### config.mk
export PLATFORM = sky130hd
export DESIGN_NAME = bounded_deque_with_cursor_unit
export DESIGN_NICKNAME = d
export VERILOG_FILES = /design/src/design/bdq_pkg.sv /design/src/design/bdq_ctrl.sv /design/src/design/bdq_datapath.sv /design/src/design/bounded_deque_with_cursor_unit.sv
export SDC_FILE = /design/constraint.sdc
export NUM_CORES = 1
export LEC_CHECK = 0
export ABC_AREA = 0
export BUFFER_PORTS_ARGS = -buffer_cell sky130_fd_sc_hd__buf_2
export CAP_MARGIN = 10
export CORE_MARGIN = 2
export CORE_UTILIZATION = 55
export CTS_CLUSTER_SIZE = 28
export DETAILED_ROUTE_END_ITERATION = 10
export PLACE_DENSITY = 0.82
export SYNTH_ARGS = -nofsm -noshare
export SYNTH_HDL_FRONTEND = slang
export SYNTH_SLANG_ARGS = --single-unit
export TNS_END_PERCENT = 5
### constraint.sdc
create_clock -name i_clk -period 6 [get_ports i_clk]
set_clock_uncertainty 0.15 [all_clocks]
set_input_delay 0.6 -clock i_clk [delete_from_list [all_inputs] [get_ports i_clk]]
set_output_delay 0.6 -clock i_clk [all_outputs]
set_load 0.02 [all_outputs]
### src/design/bdq_pkg.sv
package bdq_pkg;

    localparam int POOL_DEPTH_DEF   = 16;
    localparam int PAYLOAD_BITS_DEF = 32;

    typedef enum logic [2:0] {
        MODE_PUSH_FRONT = 3'd0,
        MODE_APPEND     = 3'd1,
        MODE_POP_FRONT  = 3'd2,
        MODE_POP_BACK   = 3'd3,
        MODE_REWIND     = 3'd4,
        MODE_NEXT       = 3'd5,
        MODE_GET        = 3'd6,
        MODE_REMOVE     = 3'd7
    } t_mode;

    typedef enum logic [1:0] {
        ST_DONE   = 2'd0,
        ST_EMPTY  = 2'd1,
        ST_FULL   = 2'd2,
        ST_BADCUR = 2'd3
    } t_status;

    // controller -> datapath commands
    typedef struct packed {
        logic load;   // latch a new transaction
        logic rd;     // read cycle: node pool and free stack reads
        logic wr;     // write cycle: link updates, result capture
    } t_ctl;

endpackage

### src/design/bdq_ctrl.sv
module bdq_ctrl
    import bdq_pkg::*;
(
    input  logic i_clk,
    input  logic i_rst_n,
    input  logic start,
    output logic busy,
    output t_ctl o_ctl
);

    typedef enum logic [2:0] {
        S_IDLE  = 3'b001,
        S_READ  = 3'b010,
        S_WRITE = 3'b100
    } t_state;

    t_state r_state, n_state;

    always_comb begin
        n_state    = r_state;
        o_ctl      = '0;
        busy       = 1'b0;
        case (r_state)
            S_IDLE: begin
                if (start) begin
                    o_ctl.load = 1'b1;
                    n_state    = S_READ;
                end
            end
            S_READ: begin
                busy     = 1'b1;
                o_ctl.rd = 1'b1;
                n_state  = S_WRITE;
            end
            S_WRITE: begin
                // next transaction may enter while this one retires
                o_ctl.wr = 1'b1;
                if (start) begin
                    o_ctl.load = 1'b1;
                    n_state    = S_READ;
                end else begin
                    n_state = S_IDLE;
                end
            end
            default: begin
                n_state = S_IDLE;
            end
        endcase
    end

    always_ff @(posedge i_clk) begin
        if (!i_rst_n) begin
            r_state <= S_IDLE;
        end else begin
            r_state <= n_state;
        end
    end

endmodule

### src/design/bdq_datapath.sv
module bdq_datapath
    import bdq_pkg::*;
#(
    parameter int POOL_DEPTH   = POOL_DEPTH_DEF,
    parameter int PAYLOAD_BITS = PAYLOAD_BITS_DEF,
    localparam int CW          = $clog2(POOL_DEPTH + 1)
) (
    input  logic                    i_clk,
    input  logic                    i_rst_n,
    input  t_ctl                    i_ctl,
    input  logic [2:0]              i_mode,
    input  logic [PAYLOAD_BITS-1:0] i_payload_in,
    output logic                    o_strobe,
    output logic [1:0]              o_status,
    output logic [PAYLOAD_BITS-1:0] o_payload_out,
    output logic [CW-1:0]           o_count,
    output logic                    o_cursor_valid
);

    localparam int AW = $clog2(POOL_DEPTH);
    localparam logic [CW-1:0] DEPTH_C = CW'(POOL_DEPTH);
    localparam logic [CW-1:0] ONE_C   = CW'(1);

    // latched transaction
    t_mode                   r_mode;
    logic [PAYLOAD_BITS-1:0] r_pay;

    // list state
    logic [AW-1:0] r_head, n_head;
    logic [AW-1:0] r_tail, n_tail;
    logic [AW-1:0] r_cur,  n_cur;
    logic          r_cur_v, n_cur_v;
    logic [CW-1:0] r_cnt,  n_cnt;
    logic [CW-1:0] r_fresh, n_fresh;  // nodes never handed out start here
    logic [CW-1:0] r_fcnt,  n_fcnt;   // depth of the free stack

    // node pool; end-of-list links are never stored, head/tail compares stand in
    logic [PAYLOAD_BITS-1:0] m_pay  [POOL_DEPTH];
    logic [AW-1:0]           m_next [POOL_DEPTH];
    logic [AW-1:0]           m_prev [POOL_DEPTH];
    logic [AW-1:0]           m_free [POOL_DEPTH];

    logic [PAYLOAD_BITS-1:0] r_rd_pay;
    logic [AW-1:0]           r_rd_next, r_rd_prev, r_rd_free;

    logic [AW-1:0] rd_addr;
    logic [CW-1:0] fcnt_m1;

    logic                    we_pay, we_next, we_prev, we_free;
    logic [AW-1:0]           wa_pay, wa_next, wa_prev, wa_free;
    logic [AW-1:0]           wd_next, wd_prev, wd_free;
    logic [AW-1:0]           alloc;
    t_status                 status;
    logic [PAYLOAD_BITS-1:0] pout;

    logic [PAYLOAD_BITS-1:0] r_pout;
    t_status                 r_status;
    logic [CW-1:0]           r_count;
    logic                    r_cvalid;
    logic                    r_strobe;

    always_comb begin
        case (r_mode)
            MODE_POP_FRONT: rd_addr = r_head;
            MODE_POP_BACK:  rd_addr = r_tail;
            default:        rd_addr = r_cur;
        endcase
    end

    assign fcnt_m1 = r_fcnt - ONE_C;
    assign alloc   = (r_fresh < DEPTH_C) ? r_fresh[AW-1:0] : r_rd_free;

    always_comb begin
        n_head  = r_head;
        n_tail  = r_tail;
        n_cur   = r_cur;
        n_cur_v = r_cur_v;
        n_cnt   = r_cnt;
        n_fresh = r_fresh;
        n_fcnt  = r_fcnt;
        we_pay  = 1'b0;
        we_next = 1'b0;
        we_prev = 1'b0;
        we_free = 1'b0;
        wa_pay  = alloc;
        wa_next = alloc;
        wa_prev = alloc;
        wa_free = r_fcnt[AW-1:0];
        wd_next = r_head;
        wd_prev = r_tail;
        wd_free = rd_addr;
        status  = ST_DONE;
        pout    = '0;
        case (r_mode)
            MODE_PUSH_FRONT, MODE_APPEND: begin
                if (r_cnt == DEPTH_C) begin
                    status = ST_FULL;
                end else begin
                    we_pay = 1'b1;
                    if (r_fresh < DEPTH_C) begin
                        n_fresh = r_fresh + ONE_C;
                    end else begin
                        n_fcnt = fcnt_m1;
                    end
                    if (r_cnt == '0) begin
                        n_head = alloc;
                        n_tail = alloc;
                    end else if (r_mode == MODE_APPEND) begin
                        we_prev = 1'b1;          // prev[new] = tail
                        wd_prev = r_tail;
                        we_next = 1'b1;          // next[tail] = new
                        wa_next = r_tail;
                        wd_next = alloc;
                        n_tail  = alloc;
                    end else begin
                        we_next = 1'b1;          // next[new] = head
                        wd_next = r_head;
                        we_prev = 1'b1;          // prev[head] = new
                        wa_prev = r_head;
                        wd_prev = alloc;
                        n_head  = alloc;
                    end
                    n_cnt = r_cnt + ONE_C;
                end
            end
            MODE_POP_FRONT, MODE_POP_BACK: begin
                if (r_cnt == '0) begin
                    status = ST_EMPTY;
                end else begin
                    pout = r_rd_pay;
                    if (r_cur_v && r_cur == rd_addr) begin
                        n_cur_v = 1'b0;
                    end
                    if (r_cnt != ONE_C) begin
                        if (r_mode == MODE_POP_FRONT) begin
                            n_head = r_rd_next;
                        end else begin
                            n_tail = r_rd_prev;
                        end
                    end
                    we_free = 1'b1;
                    n_fcnt  = r_fcnt + ONE_C;
                    n_cnt   = r_cnt - ONE_C;
                end
            end
            MODE_REWIND: begin
                n_cur_v = (r_cnt != '0);
                n_cur   = r_head;
            end
            MODE_NEXT: begin
                if (!r_cur_v) begin
                    status = ST_BADCUR;
                end else if (r_cur == r_tail) begin
                    n_cur_v = 1'b0;
                end else begin
                    n_cur = r_rd_next;
                end
            end
            MODE_GET: begin
                if (!r_cur_v) begin
                    status = ST_BADCUR;
                end else begin
                    pout = r_rd_pay;
                end
            end
            MODE_REMOVE: begin
                if (!r_cur_v) begin
                    status = ST_BADCUR;
                end else begin
                    pout = r_rd_pay;
                    if (r_cnt <= ONE_C) begin
                        n_cur_v = 1'b0;
                    end else if (r_cur == r_head) begin
                        n_cur  = r_rd_next;
                        n_head = r_rd_next;
                    end else if (r_cur == r_tail) begin
                        n_cur  = r_rd_prev;
                        n_tail = r_rd_prev;
                    end else begin
                        we_next = 1'b1;          // next[p] = x
                        wa_next = r_rd_prev;
                        wd_next = r_rd_next;
                        we_prev = 1'b1;          // prev[x] = p
                        wa_prev = r_rd_next;
                        wd_prev = r_rd_prev;
                        n_cur   = r_rd_next;
                    end
                    we_free = 1'b1;
                    n_fcnt  = r_fcnt + ONE_C;
                    n_cnt   = r_cnt - ONE_C;
                end
            end
            default: begin
                status = ST_DONE;
            end
        endcase
    end

    // memories: reads in the read cycle, writes in the write cycle
    always_ff @(posedge i_clk) begin
        if (i_ctl.rd) begin
            r_rd_pay  <= m_pay[rd_addr];
            r_rd_next <= m_next[rd_addr];
            r_rd_prev <= m_prev[rd_addr];
            r_rd_free <= m_free[fcnt_m1[AW-1:0]];
        end
        if (i_ctl.wr) begin
            if (we_pay) begin
                m_pay[wa_pay] <= r_pay;
            end
            if (we_next) begin
                m_next[wa_next] <= wd_next;
            end
            if (we_prev) begin
                m_prev[wa_prev] <= wd_prev;
            end
            if (we_free) begin
                m_free[wa_free] <= wd_free;
            end
        end
    end

    always_ff @(posedge i_clk) begin
        if (i_ctl.load) begin
            r_mode <= t_mode'(i_mode);
            r_pay  <= i_payload_in;
        end
        if (i_ctl.wr) begin
            r_status <= status;
            r_pout   <= pout;
            r_count  <= n_cnt;
            r_cvalid <= n_cur_v;
        end
    end

    always_ff @(posedge i_clk) begin
        if (!i_rst_n) begin
            r_head   <= '0;
            r_tail   <= '0;
            r_cur    <= '0;
            r_cur_v  <= 1'b0;
            r_cnt    <= '0;
            r_fresh  <= '0;
            r_fcnt   <= '0;
            r_strobe <= 1'b0;
        end else begin
            r_strobe <= i_ctl.wr;
            if (i_ctl.wr) begin
                r_head  <= n_head;
                r_tail  <= n_tail;
                r_cur   <= n_cur;
                r_cur_v <= n_cur_v;
                r_cnt   <= n_cnt;
                r_fresh <= n_fresh;
                r_fcnt  <= n_fcnt;
            end
        end
    end

    assign o_strobe       = r_strobe;
    assign o_status       = r_status;
    assign o_payload_out  = r_pout;
    assign o_count        = r_count;
    assign o_cursor_valid = r_cvalid;

endmodule

### src/design/bounded_deque_with_cursor_unit.sv
// Bounded deque with one cursor, kept as a doubly linked list in a pool of
// POOL_DEPTH nodes. Issue a transaction by raising start while busy is low;
// i_mode picks push front, append back, pop front, pop back, rewind, next,
// get or remove-at-cursor. Exactly one result comes back per transaction,
// shown for a single cycle with o_strobe high; the receiver cannot stall it,
// so it must capture the result in that cycle. Each transaction has a read
// state, reading the node pool (payload, next and prev links, and the free
// stack) at the node in play, then a write state, writing the new links
// and latching the result. The write state also accepts the next one, so
// with start held high they run back to back; a result appears in the cycle
// after its write state. Errors are reported in o_status
// (list empty, pool full, cursor invalid) and leave the state unchanged;
// o_payload_out is zero unless a value was popped, read or removed.
// o_count gives the element count after the transaction and o_cursor_valid
// whether the cursor points at an element. Nodes come first from a counter of
// never-used nodes, then from a stack of released ones, so no clearing pass
// is needed after reset.
module bounded_deque_with_cursor_unit
    import bdq_pkg::*;
#(
    parameter int POOL_DEPTH   = POOL_DEPTH_DEF,
    parameter int PAYLOAD_BITS = PAYLOAD_BITS_DEF,
    localparam int CW          = $clog2(POOL_DEPTH + 1)
) (
    input  logic                    i_clk,
    input  logic                    i_rst_n,
    input  logic                    start,
    output logic                    busy,
    input  logic [2:0]              i_mode,
    input  logic [PAYLOAD_BITS-1:0] i_payload_in,
    output logic                    o_strobe,
    output logic [1:0]              o_status,
    output logic [PAYLOAD_BITS-1:0] o_payload_out,
    output logic [CW-1:0]           o_count,
    output logic                    o_cursor_valid
);

    t_ctl ctl;

    // sequencer: idle / read / write
    bdq_ctrl u_ctrl (
        .i_clk   (i_clk),
        .i_rst_n (i_rst_n),
        .start   (start),
        .busy    (busy),
        .o_ctl   (ctl)
    );

    // node pool, free stack, list registers and result registers
    bdq_datapath #(
        .POOL_DEPTH   (POOL_DEPTH),
        .PAYLOAD_BITS (PAYLOAD_BITS)
    ) u_dp (
        .i_clk          (i_clk),
        .i_rst_n        (i_rst_n),
        .i_ctl          (ctl),
        .i_mode         (i_mode),
        .i_payload_in   (i_payload_in),
        .o_strobe       (o_strobe),
        .o_status       (o_status),
        .o_payload_out  (o_payload_out),
        .o_count        (o_count),
        .o_cursor_valid (o_cursor_valid)
    );

endmodule

## After elaboration in Yosys (flattened, before gate mapping)

Memories as Yosys holds them, arrays and structs flattened. A register that Yosys moved wholly into a read port is not among the register bits.
Cells that the tools add are included.

| cells by class | value |
|---|---|
| add/sub/neg operators | 5 |
| multipliers | 0 |
| div/mod/pow operators | 0 |
| magnitude comparators | 2 |
| equal/unequal tests | 31 |
| shifts and indexed selects | 0 |
| multiplexer cells | 109 |
| bitwise logic cells | 1 |
| reduce and logical (&&, ||, !) cells | 16 |

Operator list:

| cell | number |
|---|---|
| $mux W4 | 52 |
| $mux W32 | 2 |
| $pmux W32 S2 | 1 |
| $pmux W4 S2 | 5 |
| $pmux W4 S3 | 3 |
| $mux W5 | 7 |
| $pmux W5 S3 | 2 |
| $mux W1 | 28 |
| $ne A2 B2 Y1 const B | 8 |
| $add A5 B1 Y5 const B | 3 |
| $eq A3 B3 Y1 const B | 5 |
| $eq A4 B4 Y1 | 3 |
| $ne A2 B1 Y1 const B | 6 |
| $reduce_and A6 Y1 | 2 |
| $reduce_and A11 Y1 | 1 |
| $reduce_and A10 Y1 | 1 |
| $sub A5 B1 Y5 const B | 2 |
| $eq A3 B2 Y1 const B | 3 |
| $pmux W3 S3 | 1 |
| $reduce_or A2 Y1 | 4 |
| $eq A3 B1 Y1 const B | 2 |
| $mux W2 | 3 |
| $pmux W2 S3 | 1 |
| $reduce_bool A3 Y1 | 2 |
| 16 further kinds | 17 |

| storage, ports and cells | value |
|---|---|
| register bits after elaboration | 107 |
| bits in latches | 0 |
| bits in writable memories | 704 |
| memory bits (read-only) | 0 |
| input port bits | 38 |
| output and inout port bits | 42 |
| word-level logic and storage cells | 183 |
| memories kept | 4 |

Memories:

| name | words | bits a word | rd ports | clocked after memory_dff | wr ports | RTL line | source |
|---|---|---|---|---|---|---|---|
| u_dp.m_pay | 16 | 32 | 1 | 1 | 1 | bdq_datapath.sv:38 | `logic [PAYLOAD_BITS-1:0] m_pay [POOL_DEPTH];` |
| u_dp.m_free | 16 | 4 | 1 | 1 | 1 | bdq_datapath.sv:41 | `logic [AW-1:0] m_free [POOL_DEPTH];` |
| u_dp.m_next | 16 | 4 | 1 | 1 | 1 | bdq_datapath.sv:39 | `logic [AW-1:0] m_next [POOL_DEPTH];` |
| u_dp.m_prev | 16 | 4 | 1 | 1 | 1 | bdq_datapath.sv:40 | `logic [AW-1:0] m_prev [POOL_DEPTH];` |

## Depth between registers and ports, before layout

Gate-level depths: netlist (run 1).

| depth | value |
|---|---|
| depth in word-level cells | 9 |
| depth in mapped cells | 10 |

## Cells and area by module

From an unflattened synthesis (run 1), not the netlist that was laid out.

| second synthesis, totals | value |
|---|---|
| cell total of the unflattened synthesis | 1726 |
| area, all modules | 33589.7 µm² |

Modules (own cells, without submodules):

| module | instances | cells an instance | area an instance (µm²) | seq. area each (µm²) |
|---|---|---|---|---|
| bdq_datapath | 1 | 1713 | 33434.6 | 25274.2 |
| bdq_ctrl | 1 | 13 | 155.1 | 60.1 |

## Worst setup path after synthesis (run 1)

Ideal clock, no wire load.

| timing | value |
|---|---|
| path type | flip-flop to output port |
| start | register u_ctrl.r_state[2] |
| end | output port busy |
| arrival | 4029 ps |
| required time | 5250 ps |
| slack | 1221 ps |
| stages on the path, launching flop included | 2 |
| path through | dfxtp_1 > nor3b_1 |

| on the way | value |
|---|---|
| word-level cells in the longest chain between the ends | 2 |

Ends and longest elaborated chain:

| element | RTL line | source |
|---|---|---|
| start: declaration | bdq_ctrl.sv:17 | `t_state r_state, n_state;` |
| start signal: assignment | bdq_ctrl.sv:55 | `r_state <= n_state;` |
| $eq A3 B2 Y1 | bdq_ctrl.sv:23 | `case (r_state)` |
| $mux W1 | bdq_ctrl.sv:23 |  |
| end: declaration | bounded_deque_with_cursor_unit.sv:28 | `output logic busy,` |

No other way between the ends.

## Final worst setup path (run 1)

| timing | value |
|---|---|
| start | register u_dp.r_mode[1] |
| end | memory u_dp.m_pay[10][5] (netlist name) (enable) |

| on the way | value |
|---|---|
| word-level cells in the longest chain between the ends | 6 |
| elaborated cells on any way between the ends | 7 |
| classes of those cells | eq/ne: 1; mux: 4; reduce/logical: 2 |

Ends and longest elaborated chain:

| element | RTL line | source |
|---|---|---|
| start: declaration | bdq_datapath.sv:25 | `t_mode r_mode;` |
| start signal: assignment | bdq_datapath.sv:225 | `r_mode <= t_mode'(i_mode);` |
| $eq A3 B1 Y1 / $logic_not A3 Y1 (equally long branches) | bdq_datapath.sv:94 | `case (r_mode)` |
| $reduce_or A2 Y1 * | bdq_datapath.sv:94 |  |
| $mux W1 * | bdq_datapath.sv:94 |  |
| $mux W1 * | bdq_datapath.sv:208 | `if (we_pay) begin` |
| $mux W1 * | bdq_datapath.sv:207 | `if (i_ctl.wr) begin` |
| $mux W1 (implied by the code) * | bdq_datapath.sv:209 | `m_pay[wa_pay] <= r_pay;` |
| end: declaration | bdq_datapath.sv:38 |  |

Every way passes the cells marked *; elsewhere a longest branch is shown, timed or not.

==> reports/results.ini, run 1 <==
[clocking]
cts_made_buffers=83
clk_latency_ns=0.64
cts_hold_buf=34
clk_transition_reported_paths_ns=0.06
cts_tree=done
clockBufferDepth=3
clk_root_buffer_cell=clkbuf_16
cts_resized=0
post-cts-setup-buffer-count=0
clock_sinks=854
htreeDepth=3

[sta]
slew_viol_final=0
setup_tns_ns=0
hold_viol_final=0
setup_violations=0
finalCritPeriodShare=0.691
worstMarginPinSlew_ns=1.26
fin_ws_ns=1.85
fmax_mhz=241
rsz0062_at_grt=false
period_needed_ns=4.15
slew_headroom=0.156

[global_routing]
antenna_found_initial=0
grt_usage=0.243
first_global_vias=17900
grt_max_degree=85
grt_pass1_wl_um=113000
overflow=0

[critical_path]
crit_top_cell=nor2_1
setup.worst_path.start_class=flip-flop
slowest_stage=nor2_4
criticalPathCategory=reg2reg
reg2regPathDepth=5
worst-path-max-fanout=32
worstSetupEndpointType=flip-flop
r2r_slack_ns=1.85
crit_start=u_dp.r_mode[1]
required_ns=6.10
cp.arrival_ns=4.25
path_buf_inv=0
r2r-end=u_dp.m_pay[10][5]
critical_path_depth=5
slowest_delay_ns=1.10
rr_startpoint=u_dp.r_mode[1]
crit_chain=nor2_1 > nand2_1 > nor2_1 > nand3_1 > nor2_4
cp_top_family=simple AND/OR/NAND/NOR gates

[logic_synthesis]
synth.distinct_cells=71
synth_common_cells=edfxtp_1, mux4_2, nand2_1
syn-cell-area_um2=33500
syn_area_per_cell_um2=19.5
ys_seq_elements=854
seq_area_frac_synth=0.756
synth_area_leaders=edfxtp_1, mux4_2, dfxtp_1
synth.largest_area_cell=edfxtp_1
async_reset_ff_frac=0
yosysTopAreaCellShare=0.737
synth_edf_count=823
syn-instance-count=1715
yosysMostFrequentCell=edfxtp_1
synth_flop_cell=edfxtp_1
syn-num-nets=1763
yosys_warnings=0

[pwr]
power_density_nw_per_um2=313
p_int_mw=9.51
switching_share=0.202
clockPowerShare=0.434
p_switching_mw=2.41
seq_power_share=0.556
pwr-share-comb=0.010
power.leakage_nw=12.4
peakVddDrop_v=0.000313

[final_layout]
fillers=3894
finalInstanceArea_um2=38100
layout-drive-gt1-share=0.239
nets=1899
area_growth_pct=13.6
diodes=0
fin_cells=2702

[die]
ios=80
start_util=0.556
die_area_um2=62900
die_x_um=251
die_h_um=251
core_area_um2=60200
num_rows=90

[placed_design]
pre_cts_ws_ns=1.98
hpwl_um=41400
place_area_um2=34900
portBuffers=79
gp_congestion=0.911
placed_cells=2507

[hold_path]
hold_path.class=in2reg
min_from=i_mode[1]
hold_depth=1
hold_end=u_dp.r_mode[1]

[route]
wl_per_cell_um=28.1
drt.antenna.violating_nets=0
vias=17300
drtIter0Drc=1787
routed_wl_um=75900
first_pass_iters=5
drcViolationCount=0
via_per_inst=6.42

[run]
cap_violations=0

[run_status]
status=completed

[placed cells by master, fill, tap and decap left out, types with 7 or more instances in the layout]
cell type,count
edfxtp_1,823
mux4_2,180
nand2_1,93
clkbuf_16,85
a22oi_1,82
buf_2,79
and2_1,57
nor2_1,51
dlygate4sd3_1,34
dfxtp_1,31
nand3_1,27
mux2i_1,25
buf_4,23
o21ai_0,21
nor2_4,18
clkinv_1,18
clkbuf_1,18
a21oi_1,13
xnor2_1,13
o211ai_1,12
nor4_1,11
xor2_1,10
inv_1,10
ha_1,10
clkinv_2,10
buf_12,10
nor3_1,9
o221ai_1,8
o31ai_1,7
[logic make-up after synthesis]
group           share of synthesized area
xor+xnor                          0.00601
flops                               0.756
buf+inv                            0.0144
compound gates                     0.0447
mux                                 0.130
fa+ha+maj                         0.00373
simple gates                       0.0454
[through the flow]
step                      utilization  total power, mW  hold WS, ns
after global placement          0.579             6.84        0.358
after CTS                       0.630             12.0       0.0201
after detailed placement        0.579             6.85        0.357
final                           0.632             11.9       0.0491
after floorplan                     -             6.77        0.333
after global routing            0.632             12.2       0.0210
[metal layers]
| metal | vias to the layer above | GRT usage | part of all wire |
|---|---|---|---|
| li1 | 7311 | - | - |
| met2 | 884 | 0.415 | 0.52 |
| met4 | 0 | 0.0993 | 0.031 |
| met3 | 149 | 0.0407 | 0.071 |
| met5 | - | 0 | 0 |
| met1 | 8997 | 0.314 | 0.38 |
[worst max path at each step]
stage                              end  slack (ns)
floorplan                         busy        1.22
global placement    u_dp.m_pay[10][19]        2.20
detailed placement   u_dp.m_pay[4][24]        1.98
CTS                   u_dp.m_pay[6][1]        1.93
global route         u_dp.m_pay[10][5]        1.72
finish               u_dp.m_pay[10][5]        1.85
[state kept, by name, summed over array words and instances (netlist names), 5 cells and up]
register,cells
u_dp.m_free,64
u_dp.m_next,64
u_dp.m_pay,512
u_dp.m_prev,64
u_dp.o_count,5
u_dp.o_payload_out,32
u_dp.r_cnt,5
u_dp.r_fresh,5
u_dp.r_pay,32
u_dp.r_rd_pay,32
[layout make-up]
cell class	count	area (µm²)	area share
sequential	854	25300	0.666
multi-input combinational	754	7870	0.207
clock buffer	105	2220	0.0584
timing repair buffer	147	1140	0.0298
tap	782	978	0.0257
clock inverter	49	478	0.0126
inverter	11	41.3	0.00108
[worst register-to-register path: cells and delay by family, from the launching register on]
kind / cells / cell delay (ns)
flops: 1 / 0.63
simple gates: 5 / 2.96
[power groups by stage]
stage	Clock (mW)	Combinational, mW	Sequential [mW]
2_1_floorplan	0	0.0594	6.71
3_3_place_gp	0	0.101	6.74
3_5_place_dp	0	0.102	6.75
4_1_cts	5.22	0.121	6.62
5_1_grt	5.44	0.131	6.63
6_report	5.17	0.121	6.62
No activity file was read; power rests on OpenSTA's default activity.
==> run 2: changes to the inputs <==
- PLACE_DENSITY: 0.82 -> 0.85
- clock period: 6 -> 3.8 ns (I/O delays scaled with it)
==> run 2 against run 1 <==
Setup slack worse by 1.5 ns. Global-route usage grew 2.8 points. Routed wire length increased by 10%. Via count rose by 4.9%. Register-to-register slack worse by 1.5 ns. Flip-flop and latch count did not move. Cell count increased by 1.3%. Hold slack gained 0.15 ns. Final area up 1.7%. Combinational power up 72%. Power rose by 61%. Critical path type unchanged.
==> reports/results.ini, run 2 (same netlist as run 1, synthesis figures left out) <==
[placed_design]
portBuffers=79  ; unchanged
gp_congestion=0.910  ; was 0.911
hpwl_um=43400  ; was 41,400 µm

[global_routing]
antenna_found_initial=0  ; unchanged
grt_max_degree=47  ; was 85
first_global_vias=18900  ; was 17.9k
grt_pass1_wl_um=124000  ; was 113,000 µm
grt_usage=0.271  ; was 0.243
overflow=0  ; unchanged

[critical_path]
cp.arrival_ns=3.56  ; was 4.25 ns
required_ns=3.93  ; was 6.10 ns
slowest_delay_ns=0.58  ; was 1.10 ns
worst-path-max-fanout=7  ; was 32
criticalPathCategory=reg2reg  ; unchanged
crit_chain=inv_1 > ha_1 > or3b_2 > a32o_1 > a22o_1 > a31oi_1 > nand2_1 > nor2_1  ; was nor2_1 > nand2_1 > nor2_1 > nand3_1 > nor2_4
setup.worst_path.start_class=flip-flop  ; unchanged
path_buf_inv=1  ; was 0
critical_path_depth=8  ; was 5
cp_top_family=simple AND/OR/NAND/NOR gates  ; unchanged
reg2regPathDepth=8  ; was 5
worstSetupEndpointType=flip-flop  ; unchanged
slowest_stage=or3b_2  ; was nor2_4

[run]
cap_violations=0  ; unchanged

[route]
drcViolationCount=0  ; unchanged
first_pass_iters=5  ; unchanged
wl_per_cell_um=30.6  ; was 28.1 µm
drt.antenna.violating_nets=0  ; unchanged
vias=18200  ; was 17.3k
routed_wl_um=83700  ; was 75,900 µm
via_per_inst=6.65  ; was 6.42
drtIter0Drc=2080  ; was 1,787

[die]
die_h_um=251  ; unchanged
num_rows=90  ; unchanged
core_area_um2=60200  ; unchanged
die_area_um2=62900  ; unchanged
start_util=0.556  ; unchanged
ios=80  ; unchanged
die_x_um=251  ; unchanged

[final_layout]
diodes=0  ; unchanged
largest_register_ffs=512  ; unchanged
fillers=3763  ; was 3,894
final_util=0.643  ; was 0.632
area_growth_pct=15.5  ; was 13.6%
final_cell_mix=edfxtp_1, mux4_2, nand2_1  ; unchanged
top_register=u_dp.m_pay  ; unchanged
layout-drive-gt1-share=0.250  ; was 0.239
nets=1932  ; was 1,899
final_common_cell=edfxtp_1  ; unchanged

[pwr]
switching_share=0.201  ; was 0.202
pwr-share-comb=0.011  ; was 0.010
power_density_nw_per_um2=495  ; was 313 nW/µm²
p_int_mw=15.3  ; was 9.51 mW
clockPowerShare=0.444  ; was 0.434
power.leakage_nw=12.7  ; was 12.4 nW
peakVddDrop_v=0.000466  ; was 0.000313 V
seq_power_share=0.545  ; was 0.556
p_switching_mw=3.86  ; was 2.41 mW

[sta]
rsz0062_at_grt=false  ; unchanged
setup_tns_ns=0  ; unchanged
slew_viol_final=0  ; unchanged
finalCritPeriodShare=0.902  ; was 0.691
fmax_mhz=292  ; was 241 MHz
period_needed_ns=3.43  ; was 4.15 ns
hold_viol_final=0  ; unchanged
setup_violations=0  ; unchanged
slew_headroom=0.329  ; was 0.156
worstMarginPinSlew_ns=0.991  ; was 1.26 ns

[clocking]
clk_transition_reported_paths_ns=0.07  ; was 0.06 ns
clockBufferDepth=3  ; unchanged
cts_tree=done  ; unchanged
clk_root_buffer_cell=clkbuf_16  ; unchanged
cts_made_buffers=83  ; unchanged
clock_sinks=854  ; unchanged
post-cts-setup-buffer-count=0  ; unchanged
cts_resized=0  ; unchanged
htreeDepth=3  ; unchanged
clk_latency_ns=0.66  ; was 0.64 ns

[hold_path]
hold_path.class=in2reg  ; unchanged
hold_depth=2  ; was 1

[run_status]
status=completed  ; unchanged

run 2: repair_timing:
item	in CTS	in global routing
hold buffers	35	0
setup endpoints to repair	0	0
hold endpoints to repair	35	0
run 2: metal layers:
layer,GRT usage,share of wire
met1,0.348,0.36
met2,0.460,0.51
met3,0.0483,0.091
met4,0.111,0.041
met5,0,0
run 2: stage by stage:
| step | instances | total power, mW | setup WS, ns | instance area, µm² | hold WS (ns) |
|---|---|---|---|---|---|
| floorplan | 1715 | 10.7 | 0.0485 | 33500 | 0.329 |
| global placement | 2544 | 10.8 | 0.663 | 35500 | 0.363 |
| detailed placement | 2544 | 10.8 | 0.361 | 35500 | 0.366 |
| CTS | 2734 | 19.2 | 0.352 | 38700 | 0.169 |
| global route | 2736 | 19.6 | 0.284 | 38700 | 0.197 |
| finish | 2736 | 19.2 | 0.374 | 38700 | 0.195 |
run 2: path summary, 6_finish.rpt:
check                           endpoint         startpoint  slack [ns]
hold / removal             u_dp.r_cnt[4]            i_rst_n        0.20
hold reg to reg   u_dp.o_payload_out[28]  u_dp.r_rd_pay[28]        0.38
setup / recovery       u_dp.m_next[0][0]      u_dp.r_cnt[1]        0.37
setup reg to reg       u_dp.m_next[0][0]      u_dp.r_cnt[1]        0.37
run 2: power by group through the flow:
stage                     Sequential, mW  Combinational [mW]  Clock (mW)
final                               10.4               0.208        8.52
after global routing                10.5               0.222        8.93
after CTS                           10.4               0.205        8.59
after detailed placement            10.6               0.175           0
after global placement              10.6               0.172           0
after floorplan                     10.6              0.0939           0
run 2: layout make-up:
cell class | instances | area, µm² | share of cell area
clock buffer | 103 | 2150 | 0.0556
clock inverter | 52 | 669 | 0.0173
inverter | 11 | 41.3 | 0.00107
multi-input combinational | 754 | 7880 | 0.204
sequential | 854 | 25300 | 0.654
tap | 782 | 978 | 0.0253
timing repair buffer | 180 | 1670 | 0.0430
